$ cat config.mk
export PLATFORM = sky130hd
export DESIGN_NAME = perfusion_upslope_analyzer
export DESIGN_NICKNAME = d
export VERILOG_FILES = /design/src/hdl/upa_pkg.sv /design/src/hdl/upa_ctrl.sv /design/src/hdl/upa_dp.sv /design/src/hdl/perfusion_upslope_analyzer.sv
export SDC_FILE = /design/constraint.sdc
export NUM_CORES = 1
export LEC_CHECK = 0
export BUFFER_PORTS_ARGS = -buffer_cell sky130_fd_sc_hd__buf_2
export CAP_MARGIN = 10
export CORE_MARGIN = 5
export CORE_UTILIZATION = 62
export DETAILED_ROUTE_END_ITERATION = 12
export PLACE_DENSITY = 0.83
export SLEW_MARGIN = 20
export SYNTH_ARGS = -nofsm -noshare
export SYNTH_HDL_FRONTEND = slang
export SYNTH_HIERARCHICAL = 1
export SYNTH_SLANG_ARGS = --single-unit
export TNS_END_PERCENT = 1
$ cat constraint.sdc
create_clock -name clk -period 16.1 [get_ports clk]
set_input_delay 0.805 -clock clk [delete_from_list [all_inputs] [get_ports clk]]
set_output_delay 0.805 -clock clk [all_outputs]
set_load 0.005 [all_outputs]
$ cat src/hdl/upa_pkg.sv
package upa_pkg;

    // Longest series; the sample that follows a full series flags overflow.
    localparam int MAX_FRAMES  = 256;

    localparam int VAL_W       = 20;                        // Q16.4 intensity
    localparam int FRAME_W     = $clog2(MAX_FRAMES);        // frame index
    localparam int CNT_W       = $clog2(MAX_FRAMES + 1);    // frames taken
    localparam int OUT_FRAME_W = 8;                         // reported index
    localparam int UP_W        = 21;                        // signed Q.4
    localparam int STAT_W      = 3;
    localparam int IN_DATA_W   = 24;
    localparam int OUT_DATA_W  = 80;

    // Restoring divider: one quotient bit per step.
    localparam int DIV_STEPS   = VAL_W;
    localparam int STEP_W      = $clog2(DIV_STEPS);

    localparam logic [VAL_W-1:0] THR_RESET = VAL_W'(160);   // 10.0

    typedef enum logic [STAT_W-1:0] {
        STAT_OK       = 3'd0,
        STAT_NO_PEAK  = 3'd1,
        STAT_NO_ARRV  = 3'd2,
        STAT_SAME_FRM = 3'd3,
        STAT_TOO_LONG = 3'd4
    } status_t;

    typedef struct packed {
        logic take;       // sample beat accepted
        logic div_load;   // load divider operands
        logic div_step;   // one divider iteration
        logic out_load;   // result to output register, clear series
    } upa_cmd_t;

    typedef struct packed {
        logic out_free;   // output register empty or draining this cycle
    } upa_sts_t;

endpackage

$ cat src/hdl/upa_ctrl.sv
module upa_ctrl
    import upa_pkg::*;
(
    input  logic     clk,
    input  logic     rst_n,
    input  logic     s_tvalid,
    input  logic     s_tlast,
    output logic     s_tready,
    output upa_cmd_t cmd,
    input  upa_sts_t sts
);

    typedef enum logic [3:0] {
        ST_IDLE  = 4'b0001,
        ST_SETUP = 4'b0010,
        ST_DIV   = 4'b0100,
        ST_DONE  = 4'b1000
    } state_t;

    state_t              state_reg, state_next;
    logic   [STEP_W-1:0] step_reg,  step_next;
    logic                take;

    assign s_tready = (state_reg == ST_IDLE);
    assign take     = s_tvalid && s_tready;

    always_comb
    begin
        state_next   = state_reg;
        step_next    = step_reg;
        cmd.take     = take;
        cmd.div_load = 1'b0;
        cmd.div_step = 1'b0;
        cmd.out_load = 1'b0;
        unique case (state_reg)
            ST_IDLE:
            begin
                if (take && s_tlast)
                begin
                    state_next = ST_SETUP;
                end
            end
            ST_SETUP:
            begin
                cmd.div_load = 1'b1;
                step_next    = STEP_W'(DIV_STEPS - 1);
                state_next   = ST_DIV;
            end
            ST_DIV:
            begin
                cmd.div_step = 1'b1;
                step_next    = step_reg - STEP_W'(1);
                if (step_reg == '0)
                begin
                    state_next = ST_DONE;
                end
            end
            ST_DONE:
            begin
                if (sts.out_free)
                begin
                    cmd.out_load = 1'b1;
                    state_next   = ST_IDLE;
                end
            end
            default:
            begin
                state_next = ST_IDLE;
            end
        endcase
    end

    always_ff @(posedge clk or negedge rst_n)
    begin
        if (!rst_n)
        begin
            state_reg <= ST_IDLE;
            step_reg  <= '0;
        end
        else
        begin
            state_reg <= state_next;
            step_reg  <= step_next;
        end
    end

endmodule

$ cat src/hdl/upa_dp.sv
module upa_dp
    import upa_pkg::*;
(
    input  logic                  clk,
    input  logic                  rst_n,
    input  upa_cmd_t              cmd,
    output upa_sts_t              sts,
    input  logic [VAL_W-1:0]      sample,
    input  logic                  cfg_we,
    input  logic [VAL_W-1:0]      cfg_data,
    output logic                  m_tvalid,
    input  logic                  m_tready,
    output logic [OUT_DATA_W-1:0] m_tdata
);

    // series tracking
    logic [VAL_W-1:0]   thr_reg;
    logic [CNT_W-1:0]   cnt_reg;
    logic [VAL_W-1:0]   prev_reg;
    logic [VAL_W-1:0]   best_val_reg;
    logic [FRAME_W-1:0] best_frm_reg;
    logic               best_fnd_reg;
    logic               ons_fnd_reg;
    logic [FRAME_W-1:0] ons_frm_reg;
    logic [VAL_W-1:0]   ons_val_reg;
    logic               ovf_reg;

    // divider
    logic [VAL_W-1:0]   dvd_reg;      // dividend, becomes quotient
    logic [FRAME_W-1:0] den_reg;
    logic [FRAME_W-1:0] rem_reg;
    logic               neg_reg;

    // output register
    logic                  out_vld_reg;
    logic [OUT_DATA_W-1:0] out_data_reg;

    logic [FRAME_W-1:0] idx;
    logic [VAL_W:0]     rise_lim;
    logic               rise_hit;
    logic               full;

    logic signed [VAL_W:0]   num;
    logic signed [FRAME_W:0] den;
    logic [VAL_W:0]          num_mag;
    logic [FRAME_W:0]        den_mag;

    logic [FRAME_W:0]   shifted;
    logic               ge;
    logic [FRAME_W:0]   shifted_sub;

    logic [UP_W-1:0]    quo_ext;
    logic [UP_W-1:0]    up_val;

    logic [FRAME_W+OUT_FRAME_W-1:0] pf_ext;
    logic [FRAME_W+OUT_FRAME_W-1:0] af_ext;

    status_t               stat;
    logic [OUT_FRAME_W-1:0] pf_o;
    logic [VAL_W-1:0]       pv_o;
    logic [OUT_FRAME_W-1:0] af_o;
    logic [VAL_W-1:0]       av_o;
    logic [UP_W-1:0]        up_o;

    assign idx      = cnt_reg[FRAME_W-1:0];
    assign full     = (cnt_reg >= CNT_W'(MAX_FRAMES));
    assign rise_lim = {1'b0, prev_reg} + {1'b0, thr_reg};
    assign rise_hit = ({1'b0, sample} > rise_lim);

    always_ff @(posedge clk or negedge rst_n)
    begin
        if (!rst_n)
        begin
            thr_reg <= THR_RESET;
        end
        else if (cfg_we)
        begin
            thr_reg <= cfg_data;
        end
    end

    always_ff @(posedge clk or negedge rst_n)
    begin
        if (!rst_n)
        begin
            cnt_reg      <= '0;
            prev_reg     <= '0;
            best_val_reg <= '0;
            best_frm_reg <= '0;
            best_fnd_reg <= 1'b0;
            ons_fnd_reg  <= 1'b0;
            ons_frm_reg  <= '0;
            ons_val_reg  <= '0;
            ovf_reg      <= 1'b0;
        end
        else if (cmd.out_load)
        begin
            cnt_reg      <= '0;
            prev_reg     <= '0;
            best_val_reg <= '0;
            best_frm_reg <= '0;
            best_fnd_reg <= 1'b0;
            ons_fnd_reg  <= 1'b0;
            ons_frm_reg  <= '0;
            ons_val_reg  <= '0;
            ovf_reg      <= 1'b0;
        end
        else if (cmd.take)
        begin
            if (full)
            begin
                ovf_reg <= 1'b1;
            end
            else
            begin
                if ((cnt_reg != '0) && !ons_fnd_reg && rise_hit)
                begin
                    ons_fnd_reg <= 1'b1;
                    ons_frm_reg <= idx - FRAME_W'(1);
                    ons_val_reg <= prev_reg;
                end
                if (sample > best_val_reg)
                begin
                    best_val_reg <= sample;
                    best_frm_reg <= idx;
                    best_fnd_reg <= 1'b1;
                end
                prev_reg <= sample;
                cnt_reg  <= cnt_reg + CNT_W'(1);
            end
        end
    end

    // signed operands, divided as magnitudes
    assign num     = $signed({1'b0, best_val_reg}) - $signed({1'b0, ons_val_reg});
    assign den     = $signed({1'b0, best_frm_reg}) - $signed({1'b0, ons_frm_reg});
    assign num_mag = num[VAL_W]   ? (VAL_W+1)'(-num)   : num;
    assign den_mag = den[FRAME_W] ? (FRAME_W+1)'(-den) : den;

    assign shifted     = {rem_reg, dvd_reg[VAL_W-1]};
    assign ge          = (shifted >= {1'b0, den_reg});
    assign shifted_sub = shifted - {1'b0, den_reg};

    always_ff @(posedge clk)
    begin
        if (cmd.div_load)
        begin
            dvd_reg <= num_mag[VAL_W-1:0];
            den_reg <= den_mag[FRAME_W-1:0];
            rem_reg <= '0;
            neg_reg <= num[VAL_W] ^ den[FRAME_W];
        end
        else if (cmd.div_step)
        begin
            rem_reg <= ge ? shifted_sub[FRAME_W-1:0] : shifted[FRAME_W-1:0];
            dvd_reg <= {dvd_reg[VAL_W-2:0], ge};
        end
    end

    assign quo_ext = {1'b0, dvd_reg};
    assign up_val  = neg_reg ? (-quo_ext) : quo_ext;

    assign pf_ext = (FRAME_W+OUT_FRAME_W)'(best_frm_reg);
    assign af_ext = (FRAME_W+OUT_FRAME_W)'(ons_frm_reg);

    // status priority: too long, no peak, no arrival, same frame
    always_comb
    begin
        stat = STAT_OK;
        pf_o = '0;
        pv_o = '0;
        af_o = '0;
        av_o = '0;
        up_o = '0;
        priority if (ovf_reg)
        begin
            stat = STAT_TOO_LONG;
        end
        else if (!best_fnd_reg)
        begin
            stat = STAT_NO_PEAK;
        end
        else
        begin
            pf_o = pf_ext[OUT_FRAME_W-1:0];
            pv_o = best_val_reg;
            if (!ons_fnd_reg)
            begin
                stat = STAT_NO_ARRV;
            end
            else
            begin
                af_o = af_ext[OUT_FRAME_W-1:0];
                av_o = ons_val_reg;
                if (best_frm_reg == ons_frm_reg)
                begin
                    stat = STAT_SAME_FRM;
                end
                else
                begin
                    up_o = up_val;
                end
            end
        end
    end

    assign sts.out_free = !out_vld_reg || m_tready;

    always_ff @(posedge clk or negedge rst_n)
    begin
        if (!rst_n)
        begin
            out_vld_reg <= 1'b0;
        end
        else if (cmd.out_load)
        begin
            out_vld_reg <= 1'b1;
        end
        else if (m_tready)
        begin
            out_vld_reg <= 1'b0;
        end
    end

    always_ff @(posedge clk)
    begin
        if (cmd.out_load)
        begin
            out_data_reg <= {stat, up_o, av_o, af_o, pv_o, pf_o};
        end
    end

    assign m_tvalid = out_vld_reg;
    assign m_tdata  = out_data_reg;

endmodule

$ cat src/hdl/perfusion_upslope_analyzer.sv
// Channel  | Dir | Handshake            | Payload
// ---------+-----+----------------------+------------------------------------------
// s_*      | in  | s_tvalid / s_tready  | s_tdata: sample; s_tlast: last_sample
// m_*      | out | m_tvalid / m_tready  | m_tdata: peak/arrival/upslope/status
// cfg_*    | in  | cfg_valid / cfg_ready| cfg_data: arrival_threshold
//
// Non-final sample beats may arrive back to back. After the final beat of a
// series the block sets up the operands, runs the restoring divider one
// quotient bit per step, then loads the output register. s_tready is low from
// the final beat until that load, and longer only while the output register
// still holds an unread result. Once loaded, a waiting result does not block
// the next series.
// Reset (rst_n, async, active low) empties the output, clears the series and
// sets arrival_threshold to 10.0. cfg_ready is always high.
module perfusion_upslope_analyzer
    import upa_pkg::*;
(
    input  logic                  clk,
    input  logic                  rst_n,

    input  logic                  s_tvalid,
    output logic                  s_tready,
    input  logic [IN_DATA_W-1:0]  s_tdata,   // [19:0] sample, [23:20] zero
    input  logic                  s_tlast,   // last_sample

    output logic                  m_tvalid,
    input  logic                  m_tready,
    // [7:0] peak_frame, [27:8] peak_value, [35:28] arrival_frame,
    // [55:36] arrival_value, [76:56] upslope, [79:77] status
    output logic [OUT_DATA_W-1:0] m_tdata,

    input  logic                  cfg_valid,
    output logic                  cfg_ready,
    input  logic [VAL_W-1:0]      cfg_data   // arrival_threshold, Q16.4
);

    upa_cmd_t cmd;
    upa_sts_t sts;

    assign cfg_ready = 1'b1;

    // sequencer: per-sample update, divide, result handoff
    upa_ctrl u_ctrl
    (
        .clk      (clk),
        .rst_n    (rst_n),
        .s_tvalid (s_tvalid),
        .s_tlast  (s_tlast),
        .s_tready (s_tready),
        .cmd      (cmd),
        .sts      (sts)
    );

    // tracking registers, divider and output register
    upa_dp u_dp
    (
        .clk      (clk),
        .rst_n    (rst_n),
        .cmd      (cmd),
        .sts      (sts),
        .sample   (s_tdata[VAL_W-1:0]),
        .cfg_we   (cfg_valid && cfg_ready),
        .cfg_data (cfg_data),
        .m_tvalid (m_tvalid),
        .m_tready (m_tready),
        .m_tdata  (m_tdata)
    );

endmodule
==> impl_metrics.yaml, run 1 <==
placed_design:
  hpwl_um: 22700
  detailedPlace.worstSlack_ns: 11.14
  port_buffers: 127
  globalplace.congestion: 0.874
timing:
  fin_ws_ns: 11.03
  fin_hold_ws_ns: 0.336
  min_period_over_period_pct: 31.5
  worst-slew-pin-transition_ns: 1.11
  fin_tns_setup_ns: 0
  fmax_mhz: 197
  finalHoldViolCount: 0
  setup_viol: 0
  fin_skew_ns: 0.0415
  final_max_slew_viol_count: 0
  rsz0062_at_grt: "false"
  period_needed_ns: 5.07
  max-slew-margin-rel_pct: 26.3
cts:
  cts.sink_count: 235
  ctsHoldBuffers: 0
  htreeDepth: 1
  cts-buffers-inserted: 26
  root_buffer: "clkbuf_16"
  clock_path_buffers: 3
  clk_latency_ns: 0.56
  cts_setup_buffers: 0
  cts_tree: "done"
  clkTransAtPathRegs_ns: 0.06
  cts_resized: 0
pwr:
  switchingPower_uw: 1030
  clockPowerShare_pct: 22.5
  swShare_pct: 38.8
  power.internal_uw: 1620
  p_per_area_nw_per_um2: 167
  p_leak_uw: 0.00708
  power_frac_seq_pct: 31.9
  p_comb_share_pct: 45.6
  ir_drop_mv: 0.125
logic_synthesis:
  yosys_warnings: 6
  syn-instance-count: 1396
  synth_top_flop_cell: "dfrtp_1"
  synth_seq_cells: 235
  ys_async_sr_fraction_pct: 50.2
  syn_area_um2: 14200
  synth_edf_count: 109
  synth_area_per_cell_um2: 10.1
  synth-seq-area-share_pct: 45.1
  synth_nets: 1553
  synthDistinctLibCells: 86
global_routing:
  overflow: 0
  grt_max_degree: 101
  antenna_found_initial: 0
  grt_util_all_layers_pct: 23.9
  first_global_vias: 10500
  grt_pass1_wl_um: 51900
detailed_routing:
  ant_nets: 0
  dr.pass1.iters: 5
  initialDrtViolationCount: 741
  wire_per_inst_um: 17.3
  drt_wl_total_um: 31200
  vias_per_cell: 5.89
  drcViolationCount: 0
  vias: 10600
critical_path:
  cp.required_ns: 16.56
  critical_path.max_fanout: 36
  crit_type: "flip-flop to flip-flop"
  startpoint_type: "flip-flop"
  worstSetupEndpointType: "flip-flop"
  arrival_ns: 5.53
final_layout:
  final_nets: 1657
  num-fill-cells: 1645
  largest_reg_flops: 80
  syn_to_final_growth_pct: 11.9
  drive_gt1_share_pct: 15.6
  n_antenna_cell: 0
die:
  die_y_um: 161
  core_um2: 22600
  pin_count: 133
  floorplan.initialDensity_pct: 62.7
  fp-row-count: 55
  die_area_um2: 26000
  dieWidth_um: 161
job:
  cap_violations: 0
status:
  status: "complete, no violations"
min_path:
  min_path_type: "input pin to asynchronous set/reset pin"
-- per-layer routing --
metal	track usage, %	routed length, um	share of wire [%]
met3	3.37	1660	5.3
met5	0	0	0
met1	32.1	13400	43
met4	6.98	924	3.0
met2	40.8	15200	49
-- worst max-delay path, cell delays in order, from the launching register on --
cell	delay [ns]
dfrtp_1	0.42
ha_1	0.29
a21o_1	0.11
a21oi_1	0.10
o211ai_1	0.28
nand4_1	0.17
a311oi_1	0.48
a31oi_1	0.20
o41ai_1	0.43
a21oi_1	0.15
xor2_1	0.16
ha_1	0.30
nand4_1	0.12
nor3_1	0.06
nand2_1	0.09
nand2_1	0.06
a2111oi_0	0.69
o21ai_4	0.09
buf_4	0.32
or2_2	0.34
a21oi_1	0.12
-- path summary, 6_finish.rpt --
check	startpoint	endpoint	slack [ns]	depth (start not counted)
max in group asynchronous	rst_n	u_dp/thr_reg[6]	14.54	2
worst min-delay path	rst_n	u_dp/ons_frm_reg[6]	0.34	1
worst min register to register	u_dp/rem_reg[5]	u_dp/rem_reg[5]	0.51	2
min in group clk	cfg_data[1]	u_dp/thr_reg[1]	0.48	3
worst max-delay path	u_dp/prev_reg[1]	u_dp/ons_frm_reg[1]	11.03	20
worst max register to register	u_dp/prev_reg[1]	u_dp/ons_frm_reg[1]	11.03	20
-- per-stage QoR --
stage | power, uW | cells | utilization [%] | area, um2
finish | 2640 | 1805 | 70.2 | 15800
global route | 2830 | 1805 | 70.2 | 15800
CTS | 2630 | 1804 | 70.1 | 15800
detailed placement | 2020 | 1756 | 66.2 | 14900
global placement | 1960 | 1756 | 66.2 | 14900
floorplan | 1770 | 1396 | - | 14200
-- layout make-up --
type / count / area (um2) / area share (%)
well taps: 285 / 357 / 2.25
multi-input cells: 1013 / 7160 / 45.2
flip-flops and latches: 235 / 6390 / 40.3
inverters: 88 / 332 / 2.09
clock buffers: 40 / 753 / 4.75
repair buffers: 136 / 726 / 4.58
clock inverters: 8 / 123 / 0.774
-- cell usage in the layout (no fill, tap or decap), types with 14 or more instances in the layout --
cell | synthesis | routed
xor2_1 | 50 | 50
a21oi_1 | 87 | 86
xnor2_1 | 41 | 41
and2_1 | 37 | 37
mux2i_1 | 58 | 58
ha_1 | 103 | 103
a211oi_1 | 17 | 17
buf_2 | 5 | 126
nand4_1 | 18 | 18
nor2_1 | 152 | 152
dfrtp_1 | 115 | 115
nor3_1 | 19 | 19
clkbuf_16 | 0 | 26
and3_1 | 36 | 36
a21o_1 | 37 | 37
o21ai_0 | 36 | 36
edfxtp_1 | 109 | 109
a31oi_1 | 14 | 14
nand2b_1 | 17 | 17
nand2_1 | 97 | 97
inv_1 | 86 | 86
mux2_2 | 25 | 25
nor2b_1 | 16 | 14
-- power groups by stage --
stage	sequential, uW	clock [uW]	combinational (uW)
6_report	843	594	1200
4_1_cts	840	602	1190
3_5_place_dp	850	0	1170
3_3_place_gp	844	0	1120
2_1_floorplan	800	0	974
5_1_grt	854	632	1350
-- cells by family (layout without fill, tap and decap cells) --
family	count (synthesis)	count (layout)	synth area share [%]
AND/OR/NAND/NOR	457	457	16.1
AO/OA/AOI/OAI	274	274	12.9
flip-flops	235	235	45.1
buffers and inverters	148	272	4.53
adder cells (fa/ha/maj)	107	107	9.67
XOR/XNOR	91	91	5.63
multiplexers	83	83	6.09
other	1	1	0.0265
-- synth_stat cells (all sizes together), types with 4 or more instances --
master  number  area share, %
a211oi      18            1.0
a21boi       9           0.48
a21o        38            2.0
a21oi       88            3.1
a31oi       14           0.62
and2        38            1.7
and3        36            1.6
buf         17           0.87
clkbuf      41            1.2
dfrtp      115             20
dfxtp        8            1.1
edfxtp     109             23
fa           4           0.57
ha         103            9.1
inv         87            2.3
mux2        25            2.0
mux2i       58            4.1
nand2       97            2.6
nand2b      18           0.85
nand3       12           0.42
nand4       18           0.80
nor2       152            4.0
nor2b       16           0.71
nor3        20           0.74
nor3b        4           0.25
nor4        10           0.44
o211ai       5           0.30
o21a        10           0.53
o21ai       42            1.5
o221ai       6           0.42
o31a         4           0.25
o31ai        9           0.57
o41ai        4           0.25
or2         11           0.49
or3          9           0.40
or4          5           0.32
xnor2       41            2.5
xor2        50            3.1
Note: power is estimated with default switching activity, not from simulation.
==> run 2: changes to the inputs <==
--- a/config.mk
+++ b/config.mk
@@ -5,12 +5,13 @@
 export SDC_FILE = /design/constraint.sdc
 export NUM_CORES = 1
 export LEC_CHECK = 0
+export ABC_AREA = 1
 export BUFFER_PORTS_ARGS = -buffer_cell sky130_fd_sc_hd__buf_2
 export CAP_MARGIN = 10
 export CORE_MARGIN = 5
-export CORE_UTILIZATION = 62
+export CORE_UTILIZATION = 55
 export DETAILED_ROUTE_END_ITERATION = 12
-export PLACE_DENSITY = 0.83
+export PLACE_DENSITY = 0.78
 export SLEW_MARGIN = 20
 export SYNTH_ARGS = -nofsm -noshare
 export SYNTH_HDL_FRONTEND = slang
==> constraint.sdc (replaced) <==
create_clock -name clk -period 4.5 [get_ports clk]
set_input_delay 0.225 -clock clk [delete_from_list [all_inputs] [get_ports clk]]
set_output_delay 0.225 -clock clk [all_outputs]
set_load 0.005 [all_outputs]
==> impl_metrics.yaml, run 2 <==
logic_synthesis:
  synthMostInstantiatedCell: "nand2_1"
  synth_top_area_share_pct: 22.8
  synth_edf_count: 109
  synth_area_per_cell_um2: 8.32
  synth_seq_cells: 235
  yosys_warnings: 6
  ys_async_sr_fraction_pct: 50.2
  synthDistinctLibCells: 55
  synth_nets: 1882
  synth.top_cells.by_count: "nand2_1 (361), inv_1 (242), nor2_1 (205)"
  yosys-top-cells-area: "edfxtp_1 (23%), dfrtp_1 (20%), nand2_1 (9.4%), ha_1 (9.0%), inv_1 (6.3%)"
  syn-instance-count: 1725
  syn_area_um2: 14300
  synth-seq-area-share_pct: 44.5
  yosysTopAreaCell: "edfxtp_1"
  synth_top_flop_cell: "dfrtp_1"
timing:
  min_period_over_period_pct: 90.2
  period_needed_ns: 4.06
  fin_hold_ws_ns: 0.0497
  final_max_slew_viol_count: 0
  fin_tns_setup_ns: 0
  fmax_mhz: 246
  max-slew-margin-rel_pct: 29.1
  fin_skew_ns: 0.00842
  rsz0062_at_grt: "false"
  worst-slew-pin-transition_ns: 1.06
  finalHoldViolCount: 0
  setup_viol: 0
critical_path:
  arrival_ns: 4.45
  reg2reg_slack_ns: 0.44
  startpoint_type: "flip-flop"
  crit_type: "flip-flop to flip-flop"
  cp.required_ns: 4.89
  r2r-start: "u_dp/prev_reg[0]"
  worstPathCellList: "ha_1 -> inv_1 -> fa_1 -> o21ai_2 -> nand3_2 -> o211ai_2 -> nand2_1 -> nand2_1 -> a31oi_1 -> xor2_1 -> ha_1 -> nand2_1 -> inv_1 -> nand4_1 -> o41ai_1 -> nor2_1 -> nand3_1 -> nand2_2 -> buf_6 -> nand2_1 -> o21ai_0"
  worstSetupStartpoint: "u_dp/prev_reg[0]"
  worstSetupEndpointType: "flip-flop"
  cpMostUsedCell: "nand2_1"
  slowest_delay_ns: 0.42
  critical_path.max_fanout: 56
  slowest_stage: "fa_1"
die:
  dieWidth_um: 172
  pin_count: 133
  die_y_um: 172
  die_area_um2: 29400
  floorplan.initialDensity_pct: 55.5
  fp-row-count: 59
  core_um2: 25800
final_layout:
  drive_gt1_share_pct: 14.0
  final_nets: 2026
  syn_to_final_growth_pct: 14.0
  largest_reg_flops: 80
  n_antenna_cell: 0
  mostFrequentLayoutCells: "nand2_1 (360), inv_1 (242), nor2_1 (205)"
  mostFrequentLayoutCell: "nand2_1"
  design_area_um2: 16400
  fin_util_pct: 63.3
detailed_routing:
  vias: 12000
  ant_nets: 0
  wire_per_inst_um: 15.2
  drcViolationCount: 0
  dr.pass1.iters: 5
  vias_per_cell: 5.38
  wl_met2_um: 15900
  met1Wirelength_um: 14700
  wl_met3_um: 2190
  top_layer_used: "met4"
  initialDrtViolationCount: 1175
  drt_wl_total_um: 33800
pwr:
  p_leak_uw: 0.00785
  p_per_area_nw_per_um2: 778
  ir_drop_mv: 0.417
global_routing:
  first_global_vias: 11700
  grt_max_degree: 108
  antenna_found_initial: 0
  grt_pass1_wl_um: 55500
  grt_util_all_layers_pct: 23.0
  overflow: 0
placed_design:
  globalplace.congestion: 0.928
  place_area_um2: 15300
  hpwl_um: 25400
  port_buffers: 127
cts:
  htreeDepth: 1
  root_buffer: "clkbuf_16"
  cts.sink_count: 235
  cts_tree: "done"
  clk_latency_ns: 0.53
  clkTransAtPathRegs_ns: 0.06
  cts-buffers-inserted: 26
  cts_setup_buffers: 0
  clock_path_buffers: 3
min_path:
  min_path_type: "input pin to flip-flop"
  hp-start: "m_tready"
status:
  status: "complete, no violations"
job:
  cap_violations: 0
[run 2: where the power goes]
part / internal (uW) / total [uW] / switching, uW
Clock: 1210 / 2080 / 873
Sequential: 2970 / 3310 / 341
Combinational: 2600 / 7340 / 4740
Total: 6780 / 12700 / 5950
[run 2: final cells by class]
class                   instances  area, um2
clock buffers                  29        683
clock inverters                19        161
fillers                      2134       9480
inverters                     247        927
multi-input cells            1200       6820
flip-flops and latches        235       6390
well taps                     335        419
repair buffers                159        958
[run 2: final timing paths]
check                                  endpoint  cells after the start
hold reg to reg              u_ctrl/step_reg[4]                      2
max in group asynchronous  u_dp/ons_val_reg[17]                      3
setup reg to reg            u_dp/ons_val_reg[3]                     21
setup / recovery            u_dp/ons_val_reg[3]                     21
min in group asynchronous       u_dp/cnt_reg[6]                      2
hold / removal                    u_dp/m_tvalid                      4
[run 2: worst max-delay path: cells and delay by family (launching register included)]
| family | cells | cell delay [ns] |
|---|---|---|
| compound gates | 5 | 1.00 |
| fa+ha+maj | 3 | 0.97 |
| simple gates | 9 | 0.95 |
| buf+inv | 3 | 0.43 |
| flops | 1 | 0.38 |
| xor+xnor | 1 | 0.16 |
[run 2: metal layers]
layer	track usage, %	up-vias
met2	38.9	375
met3	3.01	68
li1	-	5937
met1	30.7	5593
met5	0	-
met4	7.68	0
[run 2: kinds of logic after synthesis]
| group | share of synthesized area (%) |
|---|---|
| and+or+nand+nor | 22.2 |
| buffers and inverters | 8.02 |
| other | 0.0261 |
| xor gates and xnor gates | 3.48 |
| AOI/OAI and AO/OA | 10.7 |
| adders and majority gates | 9.54 |
| DFF | 44.5 |
| muxes | 1.49 |
[run 2: repair_timing]
item                                    CTS  global route
endpoints found under the setup margin    0            12
resized for setup                         0             1
endpoints found under the hold margin    94             0
hold buffers                             24             0
[run 2: through the flow]
stage,std cells,power (uW),setup slack (ns)
after floorplan,1725,8940,0.0954
after global placement,2152,10200,0.664
after detailed placement,2152,10500,0.482
after CTS,2224,12700,0.400
after global routing,2224,13900,0.132
final,2224,12700,0.442
==> run 3: changes to the inputs <==
--- a/config.mk
+++ b/config.mk
@@ -11,6 +11,7 @@
 export CORE_MARGIN = 5
 export CORE_UTILIZATION = 55
 export DETAILED_ROUTE_END_ITERATION = 12
+export MAX_ROUTING_LAYER = met4
 export PLACE_DENSITY = 0.78
 export SLEW_MARGIN = 20
 export SYNTH_ARGS = -nofsm -noshare
==> impl_metrics.yaml, run 3 (synthesized netlist as in run 2, its figures left out) <==
status:
  status: "complete, no violations"
cts:
  root_buffer: "clkbuf_16"
  cts_resized: 0
  cts-buffers-inserted: 25
  cts_setup_buffers: 0
  clkTransAtPathRegs_ns: 0.06
  clock_path_buffers: 3
  clk_latency_ns: 0.52
  cts_tree: "done"
  ctsHoldBuffers: 24
  htreeDepth: 1
  cts.sink_count: 235
min_path:
  hp-start: "m_tready"
  hold_end: "u_dp/m_tvalid"
  min_path_type: "input pin to flip-flop"
  whs_path_depth: 4
die:
  fp-row-count: 59
  dieWidth_um: 172
  pin_count: 133
  die_y_um: 172
  floorplan.initialDensity_pct: 55.5
  core_um2: 25800
  die_area_um2: 29400
critical_path:
  cpMostUsedCell: "nand2_1"
  reg2reg_slack_ns: 0.48
  critical_path.top_delay_family: "compound AO/OA/AOI/OAI gates"
  reg2regPathDepth: 21
  arrival_ns: 4.40
  slowest_delay_ns: 0.42
  slowest_stage: "fa_1"
  crit_type: "flip-flop to flip-flop"
  cp.required_ns: 4.88
  worstPathCellList: "ha_1 -> inv_1 -> fa_1 -> o21ai_2 -> nand3_2 -> o211ai_2 -> nand2_1 -> nand2_1 -> a31oi_1 -> xor2_1 -> ha_1 -> nand2_1 -> inv_1 -> nand4_1 -> o41ai_1 -> nor2_1 -> nand3_1 -> nand2_2 -> buf_4 -> nand2_1 -> o21ai_1"
  cp_num_buf_inv: 3
  critical_path.max_fanout: 56
  worstSetupEndpointType: "flip-flop"
  crit_cells: 21
  startpoint_type: "flip-flop"
  r2r-start: "u_dp/prev_reg[0]"
  rr_endpoint: "u_dp/ons_val_reg[5]"
global_routing:
  grt_pass1_wl_um: 55000
  grt_util_all_layers_pct: 23.5
  grt_max_degree: 82
  first_global_vias: 11300
  overflow: 0
  antenna_found_initial: 0
placed_design:
  place_area_um2: 15300
  globalplace.congestion: 0.939
  port_buffers: 127
  hpwl_um: 25300
timing:
  fmax_mhz: 249
  rsz0062_at_grt: "false"
  setup_viol: 0
  final_max_slew_viol_count: 0
  min_period_over_period_pct: 89.3
  max-slew-margin-rel_pct: 30.3
  worst-slew-pin-transition_ns: 1.04
  fin_skew_ns: 0.0112
  period_needed_ns: 4.02
  finalHoldViolCount: 0
  fin_tns_setup_ns: 0
detailed_routing:
  ant_nets: 0
  vias_per_cell: 5.31
  wire_per_inst_um: 15.0
  drt_wl_total_um: 33400
  initialDrtViolationCount: 1011
  vias: 11800
  drcViolationCount: 0
  dr.pass1.iters: 7
final_layout:
  design_area_um2: 16300
  n_antenna_cell: 0
  fin_util_pct: 62.9
  final_nets: 2026
  mostFrequentLayoutCell: "nand2_1"
  drive_gt1_share_pct: 13.7
  mostFrequentLayoutCells: "nand2_1 (360), inv_1 (242), nor2_1 (205)"
  largest_reg_flops: 80
  syn_to_final_growth_pct: 13.3
job:
  cap_violations: 0
pwr:
  p_per_area_nw_per_um2: 769
  ir_drop_mv: 0.622
  p_leak_uw: 0.00781
==> run 3: cell types whose count changed in the layout (fill, tap and decap cells not counted), moves of 2 or more <==
cell,delta
clkinv_1,+4
clkinvlp_4,-4
buf_4,+3
clkbuf_16,-2
==> run 3: stage by stage <==
stage	setup WS, ns	power, uW	hold slack (ns)	cells
finish	0.480	12500	0.0503	2222
global route	0.0429	13700	0.0762	2222
CTS	0.511	12500	0.0375	2222
detailed placement	0.524	10500	0.443	2153
global placement	0.653	10200	0.438	2153
floorplan	0.0954	8940	-0.0706	1725
==> run 3: cell type report <==
class                           count  area (um2)
Inverter                          247         927
Clock buffer                       28         637
Multi-Input combinational cell   1200        6820
Clock inverter                     17         111
Fill cell                        2142        9580
Sequential cell                   235        6390
Timing Repair Buffer              160         950
Tap cell                          335         419
==> run 3: how the worst max path moves through the flow <==
stage / start / end / slack (ns)
after detailed placement: u_dp/prev_reg[0] / u_dp/ons_val_reg[5] / 0.52
after floorplan: u_dp/m_tvalid / u_dp/cnt_reg[7] / 0.1
final: u_dp/prev_reg[0] / u_dp/ons_val_reg[5] / 0.48
after global routing: u_dp/thr_reg[4] / u_dp/ons_val_reg[14] / 0.04
after CTS: u_dp/prev_reg[0] / u_dp/ons_val_reg[14] / 0.51
after global placement: u_dp/prev_reg[0] / u_dp/ons_val_reg[0] / 0.65
==> run 3: where the power goes <==
group	internal (uW)	switching [uW]
Clock	1070	828
Sequential	2970	339
Combinational	2590	4700
==> run 3: per-layer routing <==
layer	share of wire [%]	GRT usage, %
met1	44	31.3
met2	47	38.8
met3	6.2	2.76
met4	2.3	5.61
met5	0	-
==> run 3: worst min-delay path, cell delays in order <==
cell and delay (ns):
buf_2 0.07, inv_1 0.03, nand2_1 0.12, nand2_1 0.07
